--- config.mk ---
export PLATFORM = sky130hd
export DESIGN_NAME = move_to_front_search_list
export DESIGN_NICKNAME = d
export VERILOG_FILES = /design/src/sv/mtfsl_pkg.sv /design/src/sv/mtfsl_cell.sv /design/src/sv/mtfsl_locate.sv /design/src/sv/move_to_front_search_list.sv
export VERILOG_INCLUDE_DIRS = /design/src /design/src/sv
export SDC_FILE = /design/constraint.sdc
export NUM_CORES = 1
export LEC_CHECK = 0
export BUFFER_PORTS_ARGS = -buffer_cell sky130_fd_sc_hd__clkbuf_2
export CAP_MARGIN = 20
export CORE_ASPECT_RATIO = 1.1
export CORE_MARGIN = 3
export CORE_UTILIZATION = 44
export DETAILED_ROUTE_END_ITERATION = 7
export PLACE_DENSITY = 0.56
export SYNTH_ARGS = -nofsm -noshare
export SYNTH_HDL_FRONTEND = slang
export SYNTH_HIERARCHICAL = 1
export SYNTH_SLANG_ARGS = --single-unit
--- constraint.sdc ---
create_clock -name clk -period 5.02 [get_ports clk]
set_input_delay 0 -clock clk [delete_from_list [all_inputs] [get_ports clk]]
set_output_delay 0 -clock clk [all_outputs]
set_load 0.1 [all_outputs]
--- src/sv/move_to_front_search_list_defines.svh ---
// assertion macros shared by the list logic
`ifndef MOVE_TO_FRONT_SEARCH_LIST_DEFINES_SVH
`define MOVE_TO_FRONT_SEARCH_LIST_DEFINES_SVH

// plain property, checked on every edge out of reset
`define MTFSL_ASSERT(lbl, prop, msg) \
  lbl: assert property (@(posedge clk) disable iff (!rst_n) (prop)) else $error(msg);

// antecedent in one cycle, consequent in the next
`define MTFSL_ASSERT_NEXT(lbl, ante, cons, msg) \
  lbl: assert property (@(posedge clk) disable iff (!rst_n) (ante) |=> (cons)) else $error(msg);

`endif

--- src/sv/mtfsl_pkg.sv ---
package mtfsl_pkg;

  localparam int DEPTH_DEFAULT = 16;

  localparam int CMD_W = 2;
  localparam int VAL_W = 32;
  localparam int ST_W  = 2;
  localparam int POS_W = 4;
  localparam int LEN_W = 5;

  localparam logic [CMD_W-1:0] CMD_START  = 2'd0;
  localparam logic [CMD_W-1:0] CMD_APPEND = 2'd1;
  localparam logic [CMD_W-1:0] CMD_SEARCH = 2'd2;

  localparam logic [ST_W-1:0] ST_DONE     = 2'd0;
  localparam logic [ST_W-1:0] ST_NOTFOUND = 2'd1;
  localparam logic [ST_W-1:0] ST_FULL     = 2'd2;

  // per-cell control from the sequencer
  typedef struct packed {
    logic wr;     // load the shared write data
    logic shift;  // take the left neighbour's entry
  } cell_ctl_t;

endpackage

--- src/sv/mtfsl_cell.sv ---
module mtfsl_cell (
  input  logic                              clk,
  input  mtfsl_pkg::cell_ctl_t              ctl,
  input  logic signed [mtfsl_pkg::VAL_W-1:0] wr_data,
  input  logic signed [mtfsl_pkg::VAL_W-1:0] key,
  input  logic signed [mtfsl_pkg::VAL_W-1:0] prev_entry,
  output logic signed [mtfsl_pkg::VAL_W-1:0] entry,
  output logic                              match
);

  logic signed [mtfsl_pkg::VAL_W-1:0] entry_r;
  logic                               match_r;

  // entry storage, no reset: contents only read below the fill count
  always_ff @(posedge clk) begin
    if (ctl.wr) begin
      entry_r <= wr_data;
    end else if (ctl.shift) begin
      entry_r <= prev_entry;
    end
    match_r <= (entry_r == key);
  end

  assign entry = entry_r;
  assign match = match_r;

endmodule

--- src/sv/mtfsl_locate.sv ---
`include "move_to_front_search_list_defines.svh"

module mtfsl_locate #(
  parameter int DEPTH = mtfsl_pkg::DEPTH_DEFAULT
) (
  input  logic                       clk,
  input  logic                       rst_n,
  input  logic [DEPTH-1:0]           match_vec,
  output logic                       hit,
  output logic [DEPTH-1:0]           below,
  output logic [$clog2(DEPTH)-1:0]   pos
);

  localparam int IDX_W = $clog2(DEPTH);

  logic [DEPTH-1:0] onehot_r;
  logic             hit_r;

  // isolate the first match from the head with one wide add
  always_ff @(posedge clk) begin
    if (!rst_n) begin
      onehot_r <= '0;
      hit_r    <= 1'b0;
    end else begin
      onehot_r <= match_vec & (~match_vec + DEPTH'(1));
      hit_r    <= |match_vec;
    end
  end

  // cells ahead of the match
  assign below = onehot_r - DEPTH'(1);

  always_comb begin
    pos = '0;
    for (int i = 0; i < DEPTH; i++) begin
      if (onehot_r[i]) begin
        pos = pos | IDX_W'(i);
      end
    end
  end

  assign hit = hit_r;

  `MTFSL_ASSERT(a_onehot, $onehot0(onehot_r), "more than one first match")
  `MTFSL_ASSERT(a_hit_agree, hit_r == (|onehot_r), "hit flag disagrees with match vector")
  `MTFSL_ASSERT(a_pos_zero, hit_r || (pos == '0), "position set without a hit")

endmodule

--- src/sv/move_to_front_search_list.sv ---
// Move-to-front list of up to DEPTH signed 32-bit entries, held in a row of cells.
// A transaction is accepted on the rising edge where start is high and busy is low;
// every transaction gives exactly one result, shown for one cycle with out_strobe
// high on the cycle after its work ends. The receiver cannot stall, so it must take
// each result in that cycle. Start, append and the unused command may follow each
// other with no gap; their result appears while the next transaction is accepted.
// A search goes through accept, compare in every cell, pick the first match and
// move it to the head, and holds busy high through the compare, pick and move states;
// its length is set by the registered compare and the first-match stage, not by DEPTH.
// Entries are not cleared by reset, only the fill count, so no clearing pass is needed.
`include "move_to_front_search_list_defines.svh"

module move_to_front_search_list #(
  parameter int DEPTH = mtfsl_pkg::DEPTH_DEFAULT
) (
  input  logic                                clk,
  input  logic                                rst_n,
  // command channel
  input  logic                                start,
  output logic                                busy,
  input  logic [mtfsl_pkg::CMD_W-1:0]         in_command,
  input  logic signed [mtfsl_pkg::VAL_W-1:0]  in_value,
  // result channel
  output logic                                out_strobe,
  output logic [mtfsl_pkg::ST_W-1:0]          out_status,
  output logic [mtfsl_pkg::POS_W-1:0]         out_position,
  output logic [mtfsl_pkg::LEN_W-1:0]         out_length
);

  localparam int CNT_W = $clog2(DEPTH + 1);
  localparam int IDX_W = $clog2(DEPTH);

  typedef enum logic [1:0] {
    S_IDLE,
    S_CMP,
    S_PICK,
    S_MOVE
  } state_t;

  state_t                               state_r;
  logic [CNT_W-1:0]                     count_r;
  logic signed [mtfsl_pkg::VAL_W-1:0]   key_r;
  logic                                 strobe_r;
  logic [mtfsl_pkg::ST_W-1:0]           status_r;
  logic [mtfsl_pkg::POS_W-1:0]          position_r;
  logic [mtfsl_pkg::LEN_W-1:0]          length_r;

  logic                                 accept;
  logic                                 full;
  logic signed [mtfsl_pkg::VAL_W-1:0]   wr_data;
  mtfsl_pkg::cell_ctl_t                 ctl   [DEPTH];
  logic signed [mtfsl_pkg::VAL_W-1:0]   entry [DEPTH];
  logic [DEPTH-1:0]                     match_raw;
  logic [DEPTH-1:0]                     match_vld;
  logic                                 hit;
  logic [DEPTH-1:0]                     below;
  logic [IDX_W-1:0]                     pos;

  assign accept = start && (state_r == S_IDLE);
  assign busy   = (state_r != S_IDLE);
  assign full   = (count_r == CNT_W'(DEPTH));

  // new values come from the port at accept, the key goes to the head on a move
  assign wr_data = (state_r == S_IDLE) ? in_value : key_r;

  // per-cell control: each cell decides on its own index
  always_comb begin
    for (int i = 0; i < DEPTH; i++) begin
      ctl[i].wr    = 1'b0;
      ctl[i].shift = 1'b0;
      if (accept && (in_command == mtfsl_pkg::CMD_START) && (i == 0)) begin
        ctl[i].wr = 1'b1;
      end
      if (accept && (in_command == mtfsl_pkg::CMD_APPEND) && !full
          && (count_r == CNT_W'(i))) begin
        ctl[i].wr = 1'b1;
      end
      if ((state_r == S_MOVE) && hit) begin
        if (i == 0) begin
          ctl[i].wr = 1'b1;
        end else begin
          ctl[i].shift = below[(i > 0) ? i - 1 : 0];
        end
      end
    end
  end

  // row of cells, each one fed by its left neighbour, the head by the key
  for (genvar g = 0; g < DEPTH; g++) begin : g_cell
    mtfsl_cell u_cell (
      .clk        (clk),
      .ctl        (ctl[g]),
      .wr_data    (wr_data),
      .key        (key_r),
      .prev_entry ((g == 0) ? key_r : entry[(g > 0) ? g - 1 : 0]),
      .entry      (entry[g]),
      .match      (match_raw[g])
    );
    // only occupied cells may match, and only in the pick cycle of a search
    assign match_vld[g] = match_raw[g] && (state_r == S_PICK) && (CNT_W'(g) < count_r);
  end

  mtfsl_locate #(
    .DEPTH (DEPTH)
  ) u_locate (
    .clk       (clk),
    .rst_n     (rst_n),
    .match_vec (match_vld),
    .hit       (hit),
    .below     (below),
    .pos       (pos)
  );

  // sequencer, fill count and registered result
  always_ff @(posedge clk) begin
    if (!rst_n) begin
      state_r  <= S_IDLE;
      count_r  <= '0;
      strobe_r <= 1'b0;
    end else begin
      strobe_r <= 1'b0;
      unique case (state_r)
        S_IDLE: begin
          if (accept) begin
            key_r      <= in_value;
            position_r <= '0;
            status_r   <= mtfsl_pkg::ST_DONE;
            length_r   <= mtfsl_pkg::LEN_W'(count_r);
            unique case (in_command)
              mtfsl_pkg::CMD_START: begin
                count_r  <= CNT_W'(1);
                length_r <= mtfsl_pkg::LEN_W'(1);
                strobe_r <= 1'b1;
              end
              mtfsl_pkg::CMD_APPEND: begin
                if (full) begin
                  status_r <= mtfsl_pkg::ST_FULL;
                end else begin
                  count_r  <= count_r + CNT_W'(1);
                  length_r <= mtfsl_pkg::LEN_W'(count_r + CNT_W'(1));
                end
                strobe_r <= 1'b1;
              end
              mtfsl_pkg::CMD_SEARCH: begin
                state_r <= S_CMP;
              end
              default: begin
                // unused command: state untouched, current length reported
                strobe_r <= 1'b1;
              end
            endcase
          end
        end
        S_CMP: begin
          state_r <= S_PICK;
        end
        S_PICK: begin
          state_r <= S_MOVE;
        end
        S_MOVE: begin
          state_r    <= S_IDLE;
          strobe_r   <= 1'b1;
          status_r   <= hit ? mtfsl_pkg::ST_DONE : mtfsl_pkg::ST_NOTFOUND;
          position_r <= hit ? mtfsl_pkg::POS_W'(pos) : '0;
          length_r   <= mtfsl_pkg::LEN_W'(count_r);
        end
        default: begin
          state_r <= S_IDLE;
        end
      endcase
    end
  end

  assign out_strobe   = strobe_r;
  assign out_status   = status_r;
  assign out_position = position_r;
  assign out_length   = length_r;

  `MTFSL_ASSERT(a_count_range, count_r <= CNT_W'(DEPTH), "fill count beyond depth")
  `MTFSL_ASSERT_NEXT(a_search_quiet, accept && (in_command == mtfsl_pkg::CMD_SEARCH),
    !out_strobe && busy, "search result too early")
  `MTFSL_ASSERT_NEXT(a_move_result, state_r == S_MOVE, out_strobe && !busy,
    "search finished without a result")
  `MTFSL_ASSERT(a_full_len, !(out_strobe && (out_status == mtfsl_pkg::ST_FULL))
    || (count_r == CNT_W'(DEPTH)), "full status while list has room")

endmodule
### After elaboration in Yosys (flattened, before gate mapping)

Cells that the tools add are included.

* add/sub/neg operators: 3
* $lt $le $gt $ge: 16
* eq/ne operators: 39
* multiplexer cells: 99
* bitwise gates (word level): 2
* reductions and logical operators: 80

Operators by type and width (number)
* 32-bit two-way mux: 33
* 32-bit == test: 16
* 1-bit logical AND: 53
* 5-bit by 4-bit == test with 1-bit output, second input constant: 8
* 4-bit by 5-bit less-than comparator with 1-bit output, first input constant: 8
* 4-bit two-way mux: 10
* 1-bit two-way mux: 36
* 2-bit nonzero test: 18
* 5-bit by 3-bit == test with 1-bit output, second input constant: 4
* 3-bit by 5-bit less-than comparator with 1-bit output, first input constant: 4
* 5-bit case mux with 2 select lines: 2
* 16-bit by 1-bit adder with 16-bit output, second input constant: 1
* 16-bit AND: 1
* 2-bit two-way mux: 8
* 16-bit inverter: 1
* 16-bit OR reduction: 1
* 15-bit by 1-bit subtractor with 15-bit output, second input constant: 1
* 3-bit two-way mux: 4
* 5-bit by 2-bit == test with 1-bit output, second input constant: 2
* 1-bit by 5-bit less-than comparator with 1-bit output, first input constant: 2
* 2-bit by 5-bit less-than comparator with 1-bit output, first input constant: 2
* 5-bit two-way mux: 2
* 2-bit case mux with 4 select lines: 1
* 4-bit case mux with 2 select lines: 1
* 14 further kinds: 20

* bits in registers: 596
* input port bits: 37
* word-level logic and storage cells: 280

### Depth between registers and ports, before layout

Gate-level depths: netlist of the first run.

* word-level depth: 17
* gate-level depth with buffers: 10

### Cells and area by module

Netlist of the first run, hierarchy kept.

Modules (own cells, without submodules)
* mtfsl_cell: times used 16, cells an instance 113, area an instance 1732.9 um2
* move_to_front_search_list: times used 1, cells an instance 270, area an instance 2900.3 um2
* mtfsl_locate: times used 1, cells an instance 96, area an instance 883.3 um2

### Worst setup path after synthesis of the first run

OpenSTA, ideal clock, no wires.

* kind: flip-flop to flip-flop
* start point: reg count_r[0]
* end point: reg g_cell[9].u_cell.entry_r, in the netlist g_cell[9].u_cell/entry[0], enable pin
* library setup time: 375 ps
* arrival: 2251 ps
* data required time: 4645 ps
* path slack: 2394 ps
* cell stages (with the launch flop): 10
* cells stage by stage: dfxtp_1 -> buf_2 -> inv_1 -> ha_1 -> and4bb_1 -> nor3b_1 -> nor4b_2 -> buf_2 -> buf_6 -> or2_2

RTL lines
* from (decl): line move_to_front_search_list.sv:41 `logic [CNT_W-1:0] count_r;`
* from (signal assigned): line move_to_front_search_list.sv:139 `count_r <= count_r + CNT_W'(1);`
* to (signal assigned): line mtfsl_cell.sv:17 `entry_r <= wr_data;`
* to (signal assigned): line mtfsl_cell.sv:19 `entry_r <= prev_entry;`
* to (decl): line mtfsl_cell.sv:11 `logic signed [mtfsl_pkg::VAL_W-1:0] entry_r;`

==> flow_summary_export.csv, run 1 <==
group,metric,value,unit
timing,skew,29.0,ps
global_route,grt_pass1_vias,19100,
placement,gp_congestion,0.829,
setup_path,cp.required,5230,ps
die,dieArea,74800,sq um
placement,dp_hpwl,59400,um
clock_network,cts_resized,0,
timing,final_hold_viol_count,0,
final_layout,multi_input_area,13300,sq um
final_layout,synthToLayoutAreaGrowth,11.6,%
clock_network,clock-root-buffer,"clkbuf_16",
placement,postPlaceCellArea,32700,sq um
setup_path,crit_chain,"inv_1, ha_1, and4bb_1, nor3b_1, nor4b_4, buf_4, or2_2",
clock_network,cts.sinks,596,
drt,routed_wl,80800,um
setup_path,critPathBufInv,2,
drt,wl_per_cell,24.7,um
drt,ant_nets,0,
logic_synthesis,synth_warnings,6,
timing,worst_slew_pin_slew,1080,ps
global_route,grt_start_max_net_pins,39,
drt,first_iter_violations,1299,
drt,via_count,18200,
global_route,antenna_found_initial,0,
run,cap_viol_max_count,0,
setup_path,start_kind,"flop",
run_status,status,"completed",
final_layout,final_common_cell,"edfxtp_1",
final_layout,register_area,17500,sq um
drt,drc,0,
logic_synthesis,syn_area_per_cell,14.5,sq um
clock_network,path_clk_slew,60,ps
die,rows,102,
drt,via_per_inst,5.56,
clock_network,numCtsBuffers,68,
timing,slew_headroom,28.0,%
setup_path,worstSetupPathType,"flop to flop",
timing,setup_viol,0,
global_route,grt_pass1_wl,122000,um
setup_path,r2r_slack,1460,ps
timing,slew_violations,0,
clock_network,cts_setup_buffers,0,
logic_synthesis,syn_nets,2216,
timing,period_minus_slack,3560,ps
power_and_ir_drop,ir_drop,248,uV
clock_network,cts_tree,"done",
global_route,grtUsageMet2,37.7,%
placement,portBuffers,49,
die,die-width,261,um
timing,setup_tns,0,ps
clock_network,clkLatencyLatePin,590,ps
global_route,grt_overflow_total,0,
final_layout,final_area,35100,sq um
logic_synthesis,syn_inst,2171,
setup_path,slowest_stage,"dfxtp_1",
global_route,grtUsageMet1,28.3,%
die,io_pins,50,
min_path,hp-class,"input pin to flop",
die,start_util,44.5,%
timing,whs,133,ps
logic_synthesis,syn_area,31500,sq um
setup_path,cp-end-kind,"flop",
power_and_ir_drop,power.total,12.7,mW
die,core_area,70700,sq um
die,die_h,287,um
setup_path,path_delay_family,"simple AND/OR/NAND/NOR gates",
timing,grt_setup_unrepaired,"false",
final_layout,layout_common_cells,"edfxtp_1, xor2_1, mux2_2",
global_route,grtUsageMet3,2.66,%
setup_path,cp_max_fo,33,
clock_network,htreeDepth,3,
global_route,grt_usage,21.7,%
global_route,grt-busiest-layer,"met2",
clock_network,holdBufCountCts,39,
power_and_ir_drop,power.leakage,12.0,nW
final_layout,fill_cells,6091,
setup_path,arrival,3770,ps
power_and_ir_drop,power.density,362,nW/um^2
clock_network,cts_max_path_buffers,3,
timing,clock.fmax,281,MHz
timing,post-route-period-util,70.9,%
setup_path,slowest_delay,710,ps
final_layout,drive_gt1_share,32.0,%
drt,dr.pass1.iters,5,
final_layout,nets,2337,
[metrics by stage]
step,cells,worst slack [ps],utilization (%)
after floorplan,2171,2390,-
after CTS,3274,1540,49.7
after detailed placement,3118,1550,46.2
after global placement,3118,1610,46.2
after global routing,3275,1320,49.7
final,3276,1460,49.7
[power by group]
part           total (mW)  leakage (nW)  internal [mW]  switching (mW)
clock                4.75          1.00           2.77            1.98
combinational        2.30          5.61          0.615            1.68
sequential           5.66          5.36           5.55           0.110
total                12.7          12.0           8.94            3.77
[flip-flops by register name, indices dropped and copies added (netlist names)]
signal and cells:
out_length 5, out_position 4, g_cell.u_cell/entry 512, out_strobe 1, key_r 32, count_r 5
u_locate/onehot_r 16, out_status 2, g_cell.u_cell/match 16, state_r 2, u_locate/hit 1
[metal layers]
layer | vias up | wire length [um]
li1 | 8373 | -
met1 | 9340 | 35500
met2 | 374 | 40300
met3 | 121 | 2810
met4 | 0 | 2230
met5 | - | 0
[path summary, 6_finish.rpt]
kind           startpoint                         end  depth (start not counted)
max            count_r[1]  g_cell[9].u_cell/entry[25]                          7
min          in_value[23]                   key_r[23]                          2
max reg2reg    count_r[1]  g_cell[9].u_cell/entry[25]                          7
min reg2reg    state_r[1]                  state_r[1]                          2
[layout make-up]
| type | count | area share [%] |
|---|---|---|
| sequential | 596 | 49.8 |
| multi-input combinational | 1477 | 38.0 |
| clock buffer | 84 | 5.10 |
| tap | 936 | 3.33 |
| timing repair buffer | 138 | 2.93 |
| clock inverter | 33 | 0.766 |
| inverter | 11 | 0.117 |
| antenna | 1 | 0.00712 |
Note: power is estimated with default switching activity, not from simulation.
==> run 2, diff against run 1 <==
==> constraint.sdc (replaced) <==
create_clock -name clk -period 3.75 [get_ports clk]
set_input_delay 0 -clock clk [delete_from_list [all_inputs] [get_ports clk]]
set_output_delay 0 -clock clk [all_outputs]
set_load 0.1 [all_outputs]
==> run 2 against run 1 <==
Effect of this change:
- critical path depth up 1
- cell count is 1.5% higher
- critical endpoint is now g_cell[9].u_cell/entry[26]
- largest power group unchanged
- sequential share of layout area decreased by 0.70 points
- via count up 1.8%
- highest routed layer unchanged
- core utilization is 0.71 points higher
==> flow_summary_export.csv, run 2 (synthesis gave the netlist of run 1 again) <==
group,metric,value,unit
run_status,status,"completed",
drt,ant_nets,0,
global_route,grt_start_max_net_pins,34,
timing,worst_slew_pin_slew,1110,ps
clock_network,cts.sinks,596,
die,core_area,70700,sq um
setup_path,start_kind,"flop",
global_route,grt_pass1_vias,19200,
setup_path,crit_chain,"inv_1, ha_1, and4bb_1, nor3b_1, nor4b_4, buf_4, or2_2, buf_4",
timing,setup_viol,0,
clock_network,holdBufCountCts,38,
placement,portBuffers,49,
drt,wl_per_cell,26.5,um
setup_path,arrival,3270,ps
drt,dr.pass1.iters,5,
die,rows,102,
timing,slew_headroom,26.0,%
power_and_ir_drop,power.total,16.9,mW
final_layout,synthToLayoutAreaGrowth,13.2,%
global_route,grt_pass1_wl,128000,um
timing,whs,126,ps
global_route,grt_usage,23.5,%
final_layout,post-route-util,50.4,%
setup_path,worstSetupPathType,"flop to flop",
setup_path,cp_max_fo,32,
timing,clock.fmax,327,MHz
final_layout,nets,2383,
global_route,antenna_found_initial,0,
drt,routed_wl,88000,um
clock_network,htreeDepth,3,
placement,dp_slack,759,ps
drt,first_iter_violations,1187,
setup_path,slowest_delay,690,ps
timing,slew_violations,0,
die,dieArea,74800,sq um
power_and_ir_drop,ir_drop,263,uV
setup_path,cp-end-kind,"flop",
setup_path,path_common_cell,"buf_4",
placement,gp_congestion,0.929,
drt,drc,0,
timing,grt_setup_unrepaired,"false",
setup_path,cp.required,3970,ps
final_layout,final_common_cell,"edfxtp_1",
clock_network,clkLatencyLatePin,610,ps
placement,dp_hpwl,61100,um
clock_network,cts_max_path_buffers,3,
setup_path,slowest_stage,"dfxtp_1",
clock_network,cts_resized,0,
timing,post-route-period-util,81.5,%
power_and_ir_drop,power.density,475,nW/um^2
die,start_util,44.5,%
drt,via_per_inst,5.57,
clock_network,numCtsBuffers,70,
drt,via_count,18500,
clock_network,clock-root-buffer,"clkbuf_16",
clock_network,cts_setup_buffers,0,
min_path,hp-class,"input pin to flop",
timing,fin_ws,692,ps
timing,skew,39.0,ps
die,die_h,287,um
die,die-width,261,um
power_and_ir_drop,power.leakage,12.3,nW
final_layout,drive_gt1_share,33.4,%
run,cap_viol_max_count,0,
timing,setup_tns,0,ps
clock_network,cts_tree,"done",
timing,period_minus_slack,3060,ps
die,io_pins,50,
timing,final_hold_viol_count,0,
final_layout,largest_reg_flops,512,
clock_network,path_clk_slew,60,ps
final_layout,layout_common_cells,"edfxtp_1, xor2_1, mux2_2",
global_route,grt_overflow_total,0,
==> run 2: cell count changes in the layout (fill, tap and decap cells not counted), moves of 6 or more <==
cell / previous run / this run
buf_4: 49 / 83
clkinv_1: 23 / 12
buf_12: 0 / 10
clkbuf_1: 14 / 24
clkbuf_8: 1 / 7
==> run 2: area by class of cell <==
| class | count | area (sq um) |
|---|---|---|
| inverters | 11 | 41.3 |
| well taps | 936 | 1170 |
| clock buffers | 104 | 2010 |
| clock inverters | 19 | 105 |
| fillers | 6109 | 35100 |
| repair buffers | 182 | 1500 |
| multi-input cells | 1477 | 13300 |
| diodes | 1 | 2.50 |
| flip-flops and latches | 596 | 17500 |
==> run 2: where the power goes <==
group	switching, mW	leakage (nW)	internal, mW	total, mW
combinational	1.88	5.89	0.841	2.72
sequential	0.364	5.36	7.43	7.79
clock	2.66	1.03	3.76	6.42
total	4.90	12.3	12.0	16.9
==> run 2: critical path: cells and delay by family (launching register included) <==
family / cells / cell delay, ps
buffers and inverters: 3 / 820
AND/OR/NAND/NOR: 4 / 880
flip-flops: 1 / 690
adder cells (fa/ha/maj): 1 / 250
==> run 2: per-stage QoR <==
stage	cells	area [sq um]
detailed placement	3162	33100
global placement	3162	33100
CTS	3323	35600
global route	3325	35600
floorplan	2171	31500
finish	3326	35600
==> run 2: path summary, 6_finish.rpt <==
check | start | endpoint | slack (ps) | depth (start not counted)
worst min-delay path | in_value[18] | key_r[18] | 130 | 2
worst max register to register | count_r[1] | g_cell[9].u_cell/entry[26] | 690 | 8
worst min register to register | state_r[1] | state_r[1] | 520 | 2
worst max-delay path | count_r[1] | g_cell[9].u_cell/entry[26] | 690 | 8
==> run 2: per-layer routing <==
metal	wire [um]	part of all wire [%]	GRT usage [%]
met1	35300	40	28.1
met2	44600	51	41.2
met3	3680	4.2	3.81
met4	4430	5.0	10.9
met5	0	0	0
